**src/rtl/rdpf_pkg.sv**
```systemverilog
// shared types, codes and character tables for the remote debug packet framer
// no dependencies
package rdpf_pkg;

    localparam int BYTE_W  = 8;
    localparam int KIND_W  = 2;
    localparam int IDX_W   = 3;

    // result kinds
    localparam logic [KIND_W-1:0] KIND_REPLY   = 2'd0;
    localparam logic [KIND_W-1:0] KIND_BADSUM  = 2'd1;
    localparam logic [KIND_W-1:0] KIND_INVALID = 2'd2;

    // framing characters
    localparam logic [BYTE_W-1:0] CH_PLUS   = 8'h2b;
    localparam logic [BYTE_W-1:0] CH_DOLLAR = 8'h24;
    localparam logic [BYTE_W-1:0] CH_HASH   = 8'h23;
    localparam logic [BYTE_W-1:0] CH_QUERY  = 8'h3f;

    // parser phase, one-hot
    typedef enum logic [4:0] {
        PH_IDLE    = 5'b00001,
        PH_PAYLOAD = 5'b00010,
        PH_HIGH    = 5'b00100,
        PH_LOW     = 5'b01000,
        PH_DROP    = 5'b10000
    } t_phase;

    // kind of result run being sent
    typedef enum logic [1:0] {
        RUN_STOP    = 2'd0,
        RUN_EMPTY   = 2'd1,
        RUN_BADSUM  = 2'd2,
        RUN_INVALID = 2'd3
    } t_run;

    // decoded hex digit
    typedef struct packed {
        logic       valid;
        logic [3:0] value;
    } t_hex;

    function automatic t_hex hex_value(input logic [BYTE_W-1:0] c);
        t_hex h;
        h.valid = 1'b1;
        h.value = 4'd0;
        if (c >= 8'h30 && c <= 8'h39) begin
            h.value = 4'(c - 8'h30);
        end else if (c >= 8'h61 && c <= 8'h66) begin
            h.value = 4'(c - 8'h61 + 8'd10);
        end else if (c >= 8'h41 && c <= 8'h46) begin
            h.value = 4'(c - 8'h41 + 8'd10);
        end else begin
            h.valid = 1'b0;
        end
        return h;
    endfunction

    // index of the final word of each run
    function automatic logic [IDX_W-1:0] run_last_idx(input t_run run);
        logic [IDX_W-1:0] n;
        case (run)
            RUN_STOP:  n = 3'd7;
            RUN_EMPTY: n = 3'd4;
            default:   n = 3'd0;
        endcase
        return n;
    endfunction

    function automatic logic [KIND_W-1:0] run_kind(input t_run run);
        logic [KIND_W-1:0] k;
        case (run)
            RUN_BADSUM:  k = KIND_BADSUM;
            RUN_INVALID: k = KIND_INVALID;
            default:     k = KIND_REPLY;
        endcase
        return k;
    endfunction

    // "+$S05#b8" and "+$#00"
    function automatic logic [BYTE_W-1:0] run_char(input t_run run,
                                                   input logic [IDX_W-1:0] idx);
        logic [BYTE_W-1:0] c;
        c = 8'h00;
        case (run)
            RUN_STOP: begin
                case (idx)
                    3'd0:    c = CH_PLUS;
                    3'd1:    c = CH_DOLLAR;
                    3'd2:    c = 8'h53;
                    3'd3:    c = 8'h30;
                    3'd4:    c = 8'h35;
                    3'd5:    c = CH_HASH;
                    3'd6:    c = 8'h62;
                    default: c = 8'h38;
                endcase
            end
            RUN_EMPTY: begin
                case (idx)
                    3'd0:    c = CH_PLUS;
                    3'd1:    c = CH_DOLLAR;
                    3'd2:    c = CH_HASH;
                    default: c = 8'h30;
                endcase
            end
            default: c = 8'h00;
        endcase
        return c;
    endfunction

endpackage

```
**src/rtl/rdpf_if.sv**
```systemverilog
// valid/ready channel interfaces for the framer's byte input and result output
// depends on rdpf_pkg
interface rdpf_in_if;
    logic                         valid;
    logic                         ready;
    logic [rdpf_pkg::BYTE_W-1:0]  rx_byte;
    logic                         chunk_end;

    modport source (output valid, output rx_byte, output chunk_end, input ready);
    modport sink   (input valid, input rx_byte, input chunk_end, output ready);
endinterface

interface rdpf_out_if;
    logic                         valid;
    logic                         ready;
    logic [rdpf_pkg::KIND_W-1:0]  kind;
    logic [rdpf_pkg::BYTE_W-1:0]  reply_byte;
    logic                         last_of_run;

    modport source (output valid, output kind, output reply_byte, output last_of_run,
                    input ready);
    modport sink   (input valid, input kind, input reply_byte, input last_of_run,
                    output ready);
endinterface

```
**src/rtl/remote_debug_packet_framer_unit.sv**
```systemverilog
// latency: a run-starting byte's first result word is valid the cycle after the byte is taken
// throughput: one byte per cycle; the low checksum digit or any idle-phase byte waits
//   until the current run has its last word taken; a run is 1, 5 or 8 words
//   at one word per cycle while o_tx.ready is high, set by the output run counter
// reset: synchronous active-low i_rst_n returns the parser to idle, clears the
//   sum and flags, and empties the output run register
module remote_debug_packet_framer_unit (
    input  logic        i_clk,
    input  logic        i_rst_n,
    rdpf_in_if.sink     i_rx,
    rdpf_out_if.source  o_tx
);

    // parser state
    rdpf_pkg::t_phase                r_phase, n_phase;
    logic [rdpf_pkg::BYTE_W-1:0]     r_sum, n_sum;
    logic [1:0]                      r_count, n_count;
    logic                            r_query, n_query;
    logic [3:0]                      r_high, n_high;
    logic                            r_high_ok, n_high_ok;

    // output run register
    logic                            r_busy, n_busy;
    rdpf_pkg::t_run                  r_run, n_run;
    logic [rdpf_pkg::IDX_W-1:0]      r_idx, n_idx;

    logic            in_take;
    logic            out_take;
    logic            out_last;
    logic            start_run;
    rdpf_pkg::t_run  start_kind;
    rdpf_pkg::t_hex  hex;

    assign hex      = rdpf_pkg::hex_value(i_rx.rx_byte);
    assign out_last = (r_idx == rdpf_pkg::run_last_idx(r_run));
    assign out_take = o_tx.valid && o_tx.ready;
    assign in_take  = i_rx.valid && i_rx.ready;

    // payload, high digit and drop phases never make words, so they pass
    // bytes even while a run drains; others wait for a free run register
    always_comb begin
        i_rx.ready = !r_busy || (out_take && out_last);
        if (r_phase == rdpf_pkg::PH_PAYLOAD || r_phase == rdpf_pkg::PH_HIGH ||
            r_phase == rdpf_pkg::PH_DROP) begin
            i_rx.ready = 1'b1;
        end
    end

    // per-byte parse
    always_comb begin
        n_phase    = r_phase;
        n_sum      = r_sum;
        n_count    = r_count;
        n_query    = r_query;
        n_high     = r_high;
        n_high_ok  = r_high_ok;
        start_run  = 1'b0;
        start_kind = rdpf_pkg::RUN_INVALID;
        if (in_take) begin
            unique case (r_phase)
                rdpf_pkg::PH_PAYLOAD: begin
                    if (i_rx.rx_byte == rdpf_pkg::CH_HASH) begin
                        n_phase = rdpf_pkg::PH_HIGH;
                    end else begin
                        n_sum = r_sum + i_rx.rx_byte;
                        if (r_count == 2'd0) begin
                            n_query = (i_rx.rx_byte == rdpf_pkg::CH_QUERY);
                        end
                        if (r_count != 2'd2) begin
                            n_count = r_count + 2'd1;
                        end
                    end
                end
                rdpf_pkg::PH_HIGH: begin
                    n_high_ok = hex.valid;
                    n_high    = hex.value;
                    n_phase   = rdpf_pkg::PH_LOW;
                end
                rdpf_pkg::PH_LOW: begin
                    n_phase   = rdpf_pkg::PH_IDLE;
                    start_run = 1'b1;
                    if (!(hex.valid && r_high_ok && {r_high, hex.value} == r_sum)) begin
                        start_kind = rdpf_pkg::RUN_BADSUM;
                    end else if (r_count == 2'd1 && r_query) begin
                        start_kind = rdpf_pkg::RUN_STOP;
                    end else begin
                        start_kind = rdpf_pkg::RUN_EMPTY;
                    end
                end
                rdpf_pkg::PH_DROP: begin
                    if (i_rx.chunk_end) begin
                        n_phase = rdpf_pkg::PH_IDLE;
                    end
                end
                default: begin
                    // idle: skip acks, open on dollar, otherwise flag and drop
                    if (i_rx.rx_byte == rdpf_pkg::CH_PLUS) begin
                        n_phase = rdpf_pkg::PH_IDLE;
                    end else if (i_rx.rx_byte == rdpf_pkg::CH_DOLLAR) begin
                        n_phase   = rdpf_pkg::PH_PAYLOAD;
                        n_sum     = '0;
                        n_count   = 2'd0;
                        n_query   = 1'b0;
                        n_high    = 4'd0;
                        n_high_ok = 1'b0;
                    end else begin
                        n_phase    = i_rx.chunk_end ? rdpf_pkg::PH_IDLE
                                                    : rdpf_pkg::PH_DROP;
                        start_run  = 1'b1;
                        start_kind = rdpf_pkg::RUN_INVALID;
                    end
                end
            endcase
        end
    end

    // run sequencing: a new run only loads when the register is free or
    // its last word leaves this cycle
    always_comb begin
        n_busy = r_busy;
        n_run  = r_run;
        n_idx  = r_idx;
        if (out_take) begin
            if (out_last) begin
                n_busy = 1'b0;
            end else begin
                n_idx = r_idx + 3'd1;
            end
        end
        if (start_run) begin
            n_busy = 1'b1;
            n_run  = start_kind;
            n_idx  = '0;
        end
    end

    always_ff @(posedge i_clk) begin
        if (!i_rst_n) begin
            r_phase   <= rdpf_pkg::PH_IDLE;
            r_sum     <= '0;
            r_count   <= 2'd0;
            r_query   <= 1'b0;
            r_high    <= 4'd0;
            r_high_ok <= 1'b0;
            r_busy    <= 1'b0;
        end else begin
            r_phase   <= n_phase;
            r_sum     <= n_sum;
            r_count   <= n_count;
            r_query   <= n_query;
            r_high    <= n_high;
            r_high_ok <= n_high_ok;
            r_busy    <= n_busy;
        end
    end

    // run payload needs no reset
    always_ff @(posedge i_clk) begin
        r_run <= n_run;
        r_idx <= n_idx;
    end

    // result word from the run register through the reply tables
    assign o_tx.valid       = r_busy;
    assign o_tx.kind        = rdpf_pkg::run_kind(r_run);
    assign o_tx.reply_byte  = rdpf_pkg::run_char(r_run, r_idx);
    assign o_tx.last_of_run = out_last;

endmodule
```
**src/flat_wrapper.sv**
```systemverilog
// flat-port wrapper written by rule: the top's interface ports become plain ports
module remote_debug_packet_framer_unit_flat 
  (i_clk, i_rst_n, i_rx_valid, i_rx_rx_byte, i_rx_chunk_end, i_rx_ready, o_tx_valid, o_tx_kind, o_tx_reply_byte, o_tx_last_of_run, o_tx_ready);
  rdpf_in_if i_rx_i ();
  rdpf_out_if o_tx_i ();
  input  logic i_clk;
  input  logic i_rst_n;
  input wire logic [$bits(i_rx_i.valid)-1:0] i_rx_valid;
  input wire logic [$bits(i_rx_i.rx_byte)-1:0] i_rx_rx_byte;
  input wire logic [$bits(i_rx_i.chunk_end)-1:0] i_rx_chunk_end;
  output wire logic [$bits(i_rx_i.ready)-1:0] i_rx_ready;
  output wire logic [$bits(o_tx_i.valid)-1:0] o_tx_valid;
  output wire logic [$bits(o_tx_i.kind)-1:0] o_tx_kind;
  output wire logic [$bits(o_tx_i.reply_byte)-1:0] o_tx_reply_byte;
  output wire logic [$bits(o_tx_i.last_of_run)-1:0] o_tx_last_of_run;
  input wire logic [$bits(o_tx_i.ready)-1:0] o_tx_ready;
  assign i_rx_i.valid = i_rx_valid;
  assign i_rx_i.rx_byte = i_rx_rx_byte;
  assign i_rx_i.chunk_end = i_rx_chunk_end;
  assign i_rx_ready = i_rx_i.ready;
  assign o_tx_valid = o_tx_i.valid;
  assign o_tx_kind = o_tx_i.kind;
  assign o_tx_reply_byte = o_tx_i.reply_byte;
  assign o_tx_last_of_run = o_tx_i.last_of_run;
  assign o_tx_i.ready = o_tx_ready;
  remote_debug_packet_framer_unit u_core (.i_clk(i_clk), .i_rst_n(i_rst_n), .i_rx(i_rx_i), .o_tx(o_tx_i));
endmodule
```
**config.mk**
```make
export PLATFORM = sky130hd
export DESIGN_NAME = remote_debug_packet_framer_unit_flat
export DESIGN_NICKNAME = d
export VERILOG_FILES = /design/src/rtl/rdpf_pkg.sv /design/src/rtl/rdpf_if.sv /design/src/rtl/remote_debug_packet_framer_unit.sv /design/src/flat_wrapper.sv
export SDC_FILE = /design/constraint.sdc
export NUM_CORES = 1
export LEC_CHECK = 0
export ABC_AREA = 1
export BUFFER_PORTS_ARGS = -buffer_cell sky130_fd_sc_hd__buf_2
export CAP_MARGIN = 20
export CORE_MARGIN = 5
export CORE_UTILIZATION = 55
export CTS_BUF_LIST = sky130_fd_sc_hd__clkbuf_4 sky130_fd_sc_hd__clkbuf_8
export CTS_CLUSTER_SIZE = 28
export DETAILED_ROUTE_END_ITERATION = 8
export GPL_ROUTABILITY_DRIVEN = 0
export PLACE_DENSITY = 0.79
export SYNTH_ARGS = -nofsm -noshare
export SYNTH_HDL_FRONTEND = slang
export SYNTH_SLANG_ARGS = --single-unit
```
**constraint.sdc**
```tcl
create_clock -name i_clk -period 1.5 [get_ports i_clk]
set_input_delay 0.3 -clock i_clk [delete_from_list [all_inputs] [get_ports i_clk]]
set_output_delay 0.3 -clock i_clk [all_outputs]
set_load 0.005 [all_outputs]
```
==> results of run 1 <==
## logic make-up after synthesis
kind of cell    Yosys count
compound gates           50
flops                    27
buf+inv                  57
fa+ha+maj                20
simple gates            188
mux                       1
xor+xnor                 10
other cells               1
## routing by layer
layer	GRT usage, %	GRT overflow
met5	38.9	0
met4	57.3	0
met3	52.9	0
met2	83.2	1
met1	64.9	0
## cells in the mapped netlist, types with 3 or more instances
master | n | area, um^2
nand3_1 | 38 | 190
nor2_2 | 5 | 31.3
o21ai_0 | 12 | 60.1
inv_1 | 48 | 180
dfxtp_1 | 25 | 500
nor2_4 | 3 | 33.8
nand3_2 | 5 | 50.1
inv_2 | 3 | 11.3
nand4_1 | 4 | 25.0
xnor2_1 | 3 | 26.3
buf_4 | 3 | 22.5
a21oi_1 | 28 | 140
nand2_4 | 3 | 33.8
ha_1 | 19 | 238
nand2_1 | 86 | 323
xor2_1 | 7 | 61.3
nor2_1 | 31 | 116
## per-stage QoR
step           setup WS [ns]  cell area, um^2
2_1_floorplan         -0.142             2390
3_3_place_gp          -0.270             3070
3_5_place_dp          -0.354             3070
4_1_cts               -0.420             3500
## what timing repair did
item	in CTS
pin swaps	25
setup buffers	14
resized for setup	78
gates cloned	0
endpoints found under the setup margin	38
==> out/qor.csv, run 1 <==
metric,value,unit
fp.dieW,75.4,um
cts_buffers,3,
num_rows,23,
cts_max_level,1,
io_buffers,24,
stop_error,[ERROR GRT-0232] Routing congestion too high. Check the congestion heatmap in the GUI.,
yosys.area_share.simple,39.0,%
track_usage,65.8,%
outcome,did not finish,
cts_hold_buf,0,
grt_overflow,1,
clock-root-buffer,clkbuf_8,
synth_compound_gate_area_share,12.1,%
synth_ff_type,dfxtp_1,
cts.path.max_buffers,2,
syn-num-nets,387,
grt_max_degree,17,
lastStage,global routing (5_1_grt),
placedCellCount,493,
synth_mux_area_share,0.479,%
synthAdderAreaFrac,11.0,%
synth_xor_area_share,3.72,%
ys_seq_area_share,23.8,%
detailed_place_hpwl,5.20,mm
worst-ep-kind,top-level output,
ys_types,42,
ys_warn_count,0,
synth_top_family_by_area,simple AND/OR/NAND/NOR gates,
syn_area,2350,um^2
pin_count,26,
synth_edf_count,2,
clkSinkCount,27,
worstEndpointGrtRepair,o_tx_reply_byte[5],
synthCells,354,
synth_seq_cells,27,
async_flop_share,0,%
start_util,57.6,%
syn_area_per_cell,6.64,um^2
die_h,75.4,um
==> run 2, diff against run 1 <==
--- a/config.mk
+++ b/config.mk
@@ -9,12 +9,10 @@
 export BUFFER_PORTS_ARGS = -buffer_cell sky130_fd_sc_hd__buf_2
 export CAP_MARGIN = 20
 export CORE_MARGIN = 5
-export CORE_UTILIZATION = 55
-export CTS_BUF_LIST = sky130_fd_sc_hd__clkbuf_4 sky130_fd_sc_hd__clkbuf_8
-export CTS_CLUSTER_SIZE = 28
+export CORE_UTILIZATION = 40
 export DETAILED_ROUTE_END_ITERATION = 8
 export GPL_ROUTABILITY_DRIVEN = 0
-export PLACE_DENSITY = 0.79
+export PLACE_DENSITY_LB_ADDON = 0.15
 export SYNTH_ARGS = -nofsm -noshare
 export SYNTH_HDL_FRONTEND = slang
 export SYNTH_SLANG_ARGS = --single-unit
==> constraint.sdc (replaced) <==
create_clock -name i_clk -period 1.95 [get_ports i_clk]
set_input_delay 0.39 -clock i_clk [delete_from_list [all_inputs] [get_ports i_clk]]
set_output_delay 0.39 -clock i_clk [all_outputs]
set_load 0.005 [all_outputs]
==> out/qor.csv, run 2 <==
metric,value,unit
nNetsFinal,452,
ys_warn_count,0,
final_cell_mix,"nand2_1, inv_1, nand3_1, buf_4, a21oi_1",
ys_seq_area_share,23.8,%
yosysTopAreaCellShare,21.3,%
antenna_found_initial,0,
required,1.56,ns
clkSinkCount,27,
grt_max_degree,15,
grt_pass1_wl,10.1,mm
drive_gt1_share,29.2,%
synthCells,354,
via_count,2395,
mostFrequentLayoutCell,nand2_1,
crit_path_cell_trace,inv_4 -> ha_4 -> buf_6 -> nand2_4 -> o21ai_2 -> nor2_2 -> nand3_2 -> o211ai_1 -> buf_2,
first_pass_iters,4,
synthMostInstantiatedCell,nand2_1,
cts_tree,done,
core_area,5820,um^2
cts_hold_buf,0,
fin_crit,1.97,ns
wl_per_cell,12.3,um
track_usage,16.4,%
reg2reg_depth,10,
crit_path_max_incr_delay,0.40,ns
peakVddDrop,276,uV
drt_iter0_drc,96,
ys_types,42,
cp_slowest_cell,dfxtp_4,
drc,0,
dieArea,7510,um^2
maxSlewViolCount,0,
finalWirelength,6.08,mm
async_flop_share,0,%
synth_common_cells,"nand2_1, inv_1, nand3_1",
cts.path.max_buffers,2,
r2r_end,u_core.r_run[1],
power_density,366,nW/um^2
die_h,86.7,um
synth_area_leaders,"dfxtp_1, nand2_1, ha_1, nand3_1, inv_1",
drv_cap,0,
reg_top3,"u_core.r_sum x8, u_core.r_phase x5, u_core.r_high x4",
reg2reg_slack,0.17,ns
crit_type,reg -> out,
largest_reg_flops,8,
fp.dieW,86.7,um
top_register,u_core.r_sum,
clock-root-buffer,clkbuf_8,
synth_seq_cells,27,
worstSetupStartpointType,register,
r2r_start,u_core.r_run[1],
hold_violations,0,
syn_to_final_growth,28.1,%
start_util,40.4,%
violations,negative setup slack,
io_buffers,24,
setup_viol,2,
finClkSkew,0.00326,ns
period_share,101,%
clock_latency,0.28,ns
finalWorstSetupSlack,-0.0210,ns
worst-path-max-fanout,4,
synth_edf_count,2,
syn-num-nets,387,
rsz0062_at_grt,yes,
worstPathArrival,1.58,ns
critPathCapture,o_tx_reply_byte[4],
cts_max_level,1,
outcome,"complete, but fails checks",
design_area,3010,um^2
endpoint_kind,primary output,
grt_overflow,0,
path_clk_slew,0.10,ns
place_ws,-0.0802,ns
cp-startpoint,u_core.r_idx[1],
final_antenna_net_count,0,
grt_pass1_vias,2248,
max_clock_freq,507,MHz
holdCritPathClass,in -> reg,
cts_buffers,3,
place_area,2760,um^2
final.setup.tns,-0.0227,ns
detailed_place_hpwl,4.91,mm
synth_ff_type,dfxtp_1,
antenna_cells,0,
hold_ws,0.390,ns
syn_area,2350,um^2
num_rows,28,
syn_area_per_cell,6.64,um^2
yosysTopAreaCell,dfxtp_1,
p_leak,1.39,nW
via_per_inst,4.86,
pin_count,26,
==> run 2: area by class of cell <==
class                   count  area, um^2
clock buffers               4        45.0
fillers                   615        2800
repair buffers             64         440
well taps                  75        93.8
inverters                  53         211
multi-input cells         270        1660
flip-flops and latches     27         567
==> run 2: per-layer routing <==
| metal | global-route usage, % | vias up | routed length (um) |
|---|---|---|---|
| li1 | - | 1274 | - |
| met1 | 19.7 | 1082 | 2790 |
| met2 | 30.9 | 31 | 3100 |
| met3 | 2.00 | 8 | 131 |
| met4 | 3.97 | 0 | 61 |
| met5 | 0 | - | 0 |
==> run 2: kinds of logic (layout without fill, tap and decap cells) <==
logic type | Yosys count | count (layout) | synth area share [%]
flip-flops | 27 | 27 | 23.8
adder cells (fa/ha/maj) | 20 | 20 | 11.0
AO/OA/AOI/OAI | 50 | 50 | 12.1
XOR/XNOR | 10 | 10 | 3.72
multiplexers | 1 | 1 | 0.479
other | 1 | 1 | 0.159
AND/OR/NAND/NOR | 188 | 188 | 39.0
buffers and inverters | 57 | 121 | 9.79
==> run 2: metrics by stage <==
stage | total power [mW] | util (%) | std cells
floorplan | 0.702 | - | 354
global placement | 0.784 | 47.5 | 477
detailed placement | 0.786 | 47.5 | 477
CTS | 1.12 | 50.6 | 491
global route | 1.17 | 51.8 | 493
finish | 1.10 | 51.8 | 493
==> run 2: power by group <==
group	switching (mW)	internal, mW
clock network	0.185	0.147
registers	0.00957	0.565
logic	0.119	0.0786
total	0.314	0.790
==> run 2: worst min-delay path by stage <==
stage                       from                 to  slack [ns]  depth (start not counted)
2_1_floorplan   u_core.r_high[0]   u_core.r_high[0]        0.45                          2
3_3_place_gp   u_core.r_count[1]  u_core.r_count[1]        0.48                          2
6_report                 i_rst_n   u_core.r_high_ok        0.39                          2
4_1_cts                  i_rst_n   u_core.r_high_ok        0.39                          2
5_1_grt                  i_rst_n   u_core.r_high_ok        0.39                          2
3_5_place_dp    u_core.r_high[0]   u_core.r_high[0]        0.46                          2
==> run 2: critical path, delay by kind of cell, from the launching register on <==
family	cells	cell delay, ns
AOI/OAI and AO/OA	2	0.15
adders and majority gates	1	0.17
buffers and inverters	3	0.31
DFF	1	0.40
and+or+nand+nor	3	0.29
==> run 2: timing repair <==
action / in CTS / in global routing
gates resized for setup: 22 / 20
endpoints found under the setup margin: 6 / 10
pin swaps: 9 / 11
buffers inserted: 10 / 2
No activity file was read; power rests on OpenSTA's default activity.
==> run 3, diff against run 2 <==
==> constraint.sdc (replaced) <==
create_clock -name i_clk -period 2.3 [get_ports i_clk]
set_input_delay 0.46 -clock i_clk [delete_from_list [all_inputs] [get_ports i_clk]]
set_output_delay 0.46 -clock i_clk [all_outputs]
set_load 0.005 [all_outputs]
==> out/qor.csv, run 3 (synthesis results as in run 2) <==
metric,value,unit
max_clock_freq,463,MHz
holdCritPathClass,in -> reg,
cp_slowest_cell,dfxtp_4,
crit_path_max_incr_delay,0.38,ns
die_h,86.7,um
track_usage,16.2,%
switching_power,254,uW
via_count,2213,
grt_overflow,0,
syn_to_final_growth,12.9,%
clock-root-buffer,clkbuf_8,
cts_tree,done,
p_clk_share,30.2,%
drc,0,
worstSetupStartpointType,register,
fp.dieW,86.7,um
path_clk_slew,0.09,ns
fin_crit,2.16,ns
start_util,40.4,%
cts.path.max_buffers,2,
place_area,2560,um^2
drt_iter0_drc,127,
fillCellCount,619,
reg_top3,"u_core.r_sum x8, u_core.r_phase x5, u_core.r_high x4",
internal_power,653,uW
outcome,"finished, final reports clean",
crit_path_cell_trace,inv_6 -> ha_2 -> inv_1 -> a21oi_2 -> nor2_2 -> nor4_2 -> a21oi_1 -> buf_2,
p_total,907,uW
drv_cap,0,
maxSlewViolCount,0,
largest_reg_flops,8,
swShare,28.0,%
final.setup.tns,0,ns
first_pass_iters,4,
cts_max_level,1,
design_area,2660,um^2
grt_pass1_wl,9.72,mm
wl_per_cell,12.5,um
final_antenna_net_count,0,
period_share,94.0,%
pin_count,26,
top_register,u_core.r_sum,
final_cell_mix,"nand2_1, inv_1, nand3_1",
peakVddDrop,216,uV
num_rows,28,
nNetsFinal,416,
grt_pass1_vias,2071,
detailed_place_hpwl,4.64,mm
required,1.84,ns
core_area,5820,um^2
setup_viol,0,
antenna_found_initial,0,
clock_latency,0.27,ns
drive_gt1_share,18.8,%
clkSinkCount,27,
power_density,342,nW/um^2
io_buffers,24,
grt_max_degree,19,
antenna_cells,0,
reg2reg_slack,0.37,ns
via_per_inst,4.84,
dieArea,7510,um^2
crit_type,reg -> out,
finalWirelength,5.73,mm
worstPathArrival,1.70,ns
register_area,566,um^2
multi_input_area,1590,um^2
hold_violations,0,
endpoint_kind,primary output,
p_leak,1.20,nW
comb_power_share,16.1,%
cts_buffers,3,
finClkSkew,0.00156,ns
mostFrequentLayoutCell,nand2_1,
seq_power_share,53.6,%
worst-path-max-fanout,6,
[run 3: power groups by stage]
stage,logic [mW],clock network (mW),registers (mW)
after floorplan,0.0972,0,0.498
after global placement,0.147,0,0.499
after detailed placement,0.147,0,0.499
after CTS,0.147,0.294,0.488
after global routing,0.166,0.310,0.488
final,0.146,0.274,0.487
[run 3: timing repair]
item | in CTS | in global routing
pin swaps | 0 | 4
buffers inserted | 0 | 1
setup endpoints to repair | 1 | 3
resized for setup | 1 | 13
hold buffers | 0 | 0
[run 3: per-stage QoR]
| step | hold WS, ns | utilization, % | setup WS (ns) | instances |
|---|---|---|---|---|
| 6_report | 0.466 | 45.7 | 0.138 | 457 |
| 5_1_grt | 0.464 | 45.7 | -0.0427 | 457 |
| 4_1_cts | 0.454 | 44.8 | 0.0319 | 456 |
| 3_5_place_dp | 0.462 | 44.1 | 0.139 | 452 |
| 3_3_place_gp | 0.470 | 44.1 | 0.187 | 452 |
| 2_1_floorplan | 0.445 | - | 0.510 | 354 |
[run 3: critical path: cells and delay by family (launching register included)]
family / cells / cell delay, ns
AOI/OAI and AO/OA: 2 / 0.29
adders and majority gates: 1 / 0.18
buffers and inverters: 3 / 0.27
DFF: 1 / 0.38
and+or+nand+nor: 2 / 0.32
[run 3: routing by layer]
layer | share of wire (%) | GRT usage, % | vias to the layer above
li1 | - | - | 1201
met1 | 47 | 20.9 | 972
met2 | 49 | 28.8 | 36
met3 | 3.8 | 1.71 | 4
met4 | 0.77 | 3.68 | 0
met5 | 0 | 0 | -
[run 3: final timing paths]
path,start,endpoint,cells past startpoint
hold / removal,i_rst_n,u_core.r_query,3
setup / recovery,u_core.r_idx[0],o_tx_reply_byte[5],8
setup reg to reg,u_core.r_run[0],u_core.r_run[1],10
hold reg to reg,u_core.r_high[0],u_core.r_high[0],2
[run 3: layout make-up]
type	instances	area share (%)
well taps	75	3.53
inverters	53	7.87
repair buffers	28	5.66
flip-flops and latches	27	21.3
clock buffers	4	1.70
multi-input cells	270	59.9
==> run 4, diff against run 3 <==
--- a/config.mk
+++ b/config.mk
@@ -8,7 +8,6 @@
 export ABC_AREA = 1
 export BUFFER_PORTS_ARGS = -buffer_cell sky130_fd_sc_hd__buf_2
 export CAP_MARGIN = 20
-export CORE_MARGIN = 5
 export CORE_UTILIZATION = 40
 export DETAILED_ROUTE_END_ITERATION = 8
 export GPL_ROUTABILITY_DRIVEN = 0
==> constraint.sdc (replaced) <==
create_clock -name i_clk -period 2.3 [get_ports i_clk]
set_input_delay 0.23 -clock i_clk [delete_from_list [all_inputs] [get_ports i_clk]]
set_output_delay 0.23 -clock i_clk [all_outputs]
set_load 0.005 [all_outputs]
==> out/qor.csv, run 4 (synthesis results as in run 2) <==
metric,value,unit
outcome,"finished, final reports clean",
antenna_found_initial,0,
via_count,2225,
dieArea,6190,um^2
worstPathArrival,1.81,ns
required,2.07,ns
drc,0,
die_h,78.7,um
pin_count,26,
finalWorstSetupSlack,0.258,ns
detailed_place_hpwl,4.40,mm
reg2reg_slack,0.45,ns
track_usage,19.1,%
core_area,5570,um^2
path_clk_slew,0.10,ns
num_rows,27,
place_ws,0.379,ns
syn_to_final_growth,9.79,%
via_per_inst,4.94,
io_buffers,24,
peakVddDrop,212,uV
largest_reg_flops,8,
clkSinkCount,27,
start_util,42.2,%
final.setup.tns,0,ns
mostFrequentLayoutCell,nand2_1,
slew_headroom,63.1,%
cts.path.max_buffers,2,
setup_viol,0,
max_clock_freq,490,MHz
endpoint_kind,primary output,
worstSetupStartpointType,register,
finalWirelength,5.44,mm
top_register,u_core.r_sum,
r2r_start,u_core.r_run[1],
r2r_end,u_core.r_run[0],
power_density,352,nW/um^2
grt_max_degree,19,
tightest_slew,0.550,ns
fp.dieW,78.7,um
cts_tree,done,
fin_crit,2.04,ns
cts_buffers,3,
grt_pass1_wl,9.31,mm
crit_type,reg -> out,
rsz0062_at_grt,no,
final_cell_mix,"nand2_1, inv_1, nand3_1",
drt_iter0_drc,116,
hold_violations,0,
drive_gt1_share,15.9,%
first_pass_iters,4,
period_share,88.8,%
post-cts-setup-buffers,0,
whs_endpoint,u_core.r_query,
cts_max_level,1,
antenna_cells,0,
p_leak,1.18,nW
hold_start,i_rst_n,
cp-startpoint,u_core.r_idx[1],
grt_overflow,0,
wl_per_cell,12.1,um
grt_pass1_vias,1998,
final_antenna_net_count,0,
drv_cap,0,
nNetsFinal,412,
reg2reg_depth,9,
clock-root-buffer,clkbuf_8,
worst-path-max-fanout,7,
maxSlewViolCount,0,
reg_top3,"u_core.r_sum x8, u_core.r_phase x5, u_core.r_high x4",
clock_latency,0.28,ns
finClkSkew,0.00664,ns
whs_path_depth,3,
holdCritPathClass,in -> reg,
[run 4: cell types whose count changed in the layout (fill, tap and decap cells not counted), sizes merged]
cell    change
buf         -4
clkbuf      -1
clkinv      +1
[run 4: worst max-delay path by stage]
stage,endpoint,cells after the start
5_1_grt,o_tx_reply_byte[4],8
3_5_place_dp,u_core.r_run[1],13
3_3_place_gp,u_core.r_run[1],13
4_1_cts,o_tx_reply_byte[5],8
6_report,o_tx_reply_byte[4],8
2_1_floorplan,u_core.r_run[0],9
[run 4: stage by stage]
step	utilization [%]	instances	hold slack [ns]	cell area [um^2]	power [mW]
6_report	46.3	450	0.223	2580	0.909
3_5_place_dp	45.5	446	0.461	2540	0.642
2_1_floorplan	-	354	0.347	2350	0.595
5_1_grt	46.3	450	0.229	2580	0.952
3_3_place_gp	45.5	446	0.468	2540	0.642
4_1_cts	46.3	450	0.219	2580	0.917
[run 4: worst max-delay path: stages, from the launching register on]
cell	delay (ns)
dfxtp_1	0.46
inv_1	0.11
ha_1	0.23
inv_1	0.08
a21oi_1	0.09
nor2_1	0.20
nand3_1	0.13
o211ai_1	0.10
buf_2	0.13
[run 4: area by class of cell]
cell class              instances  area, um^2
clock inverters                 1        5.00
multi-input cells             270        1560
fillers                       587        2990
repair buffers                 24         120
flip-flops and latches         27         561
inverters                      53         204
clock buffers                   3        41.3
well taps                      72        90.1
[run 4: routing by layer]
metal  routed length [um]  part of all wire, %  global-route usage, %
met2                 2330                   43                   30.0
met3                  201                  3.7                   1.86
met1                 2840                   52                   27.1
met5                    0                    0                      0
met4                   65                  1.2                   6.11
[run 4: power breakdown]
| group | total (mW) | internal, mW | leakage [nW] | switching (mW) |
|---|---|---|---|---|
| Clock | 0.278 | 0.122 | 0.0255 | 0.156 |
| Sequential | 0.488 | 0.480 | 0.215 | 0.00802 |
| Combinational | 0.143 | 0.0470 | 0.943 | 0.0957 |
[run 4: timing repair]
action / in CTS / in global routing
hold buffers: 0 / 0
endpoints found under the setup margin: 0 / 1
resized for setup: 0 / 1
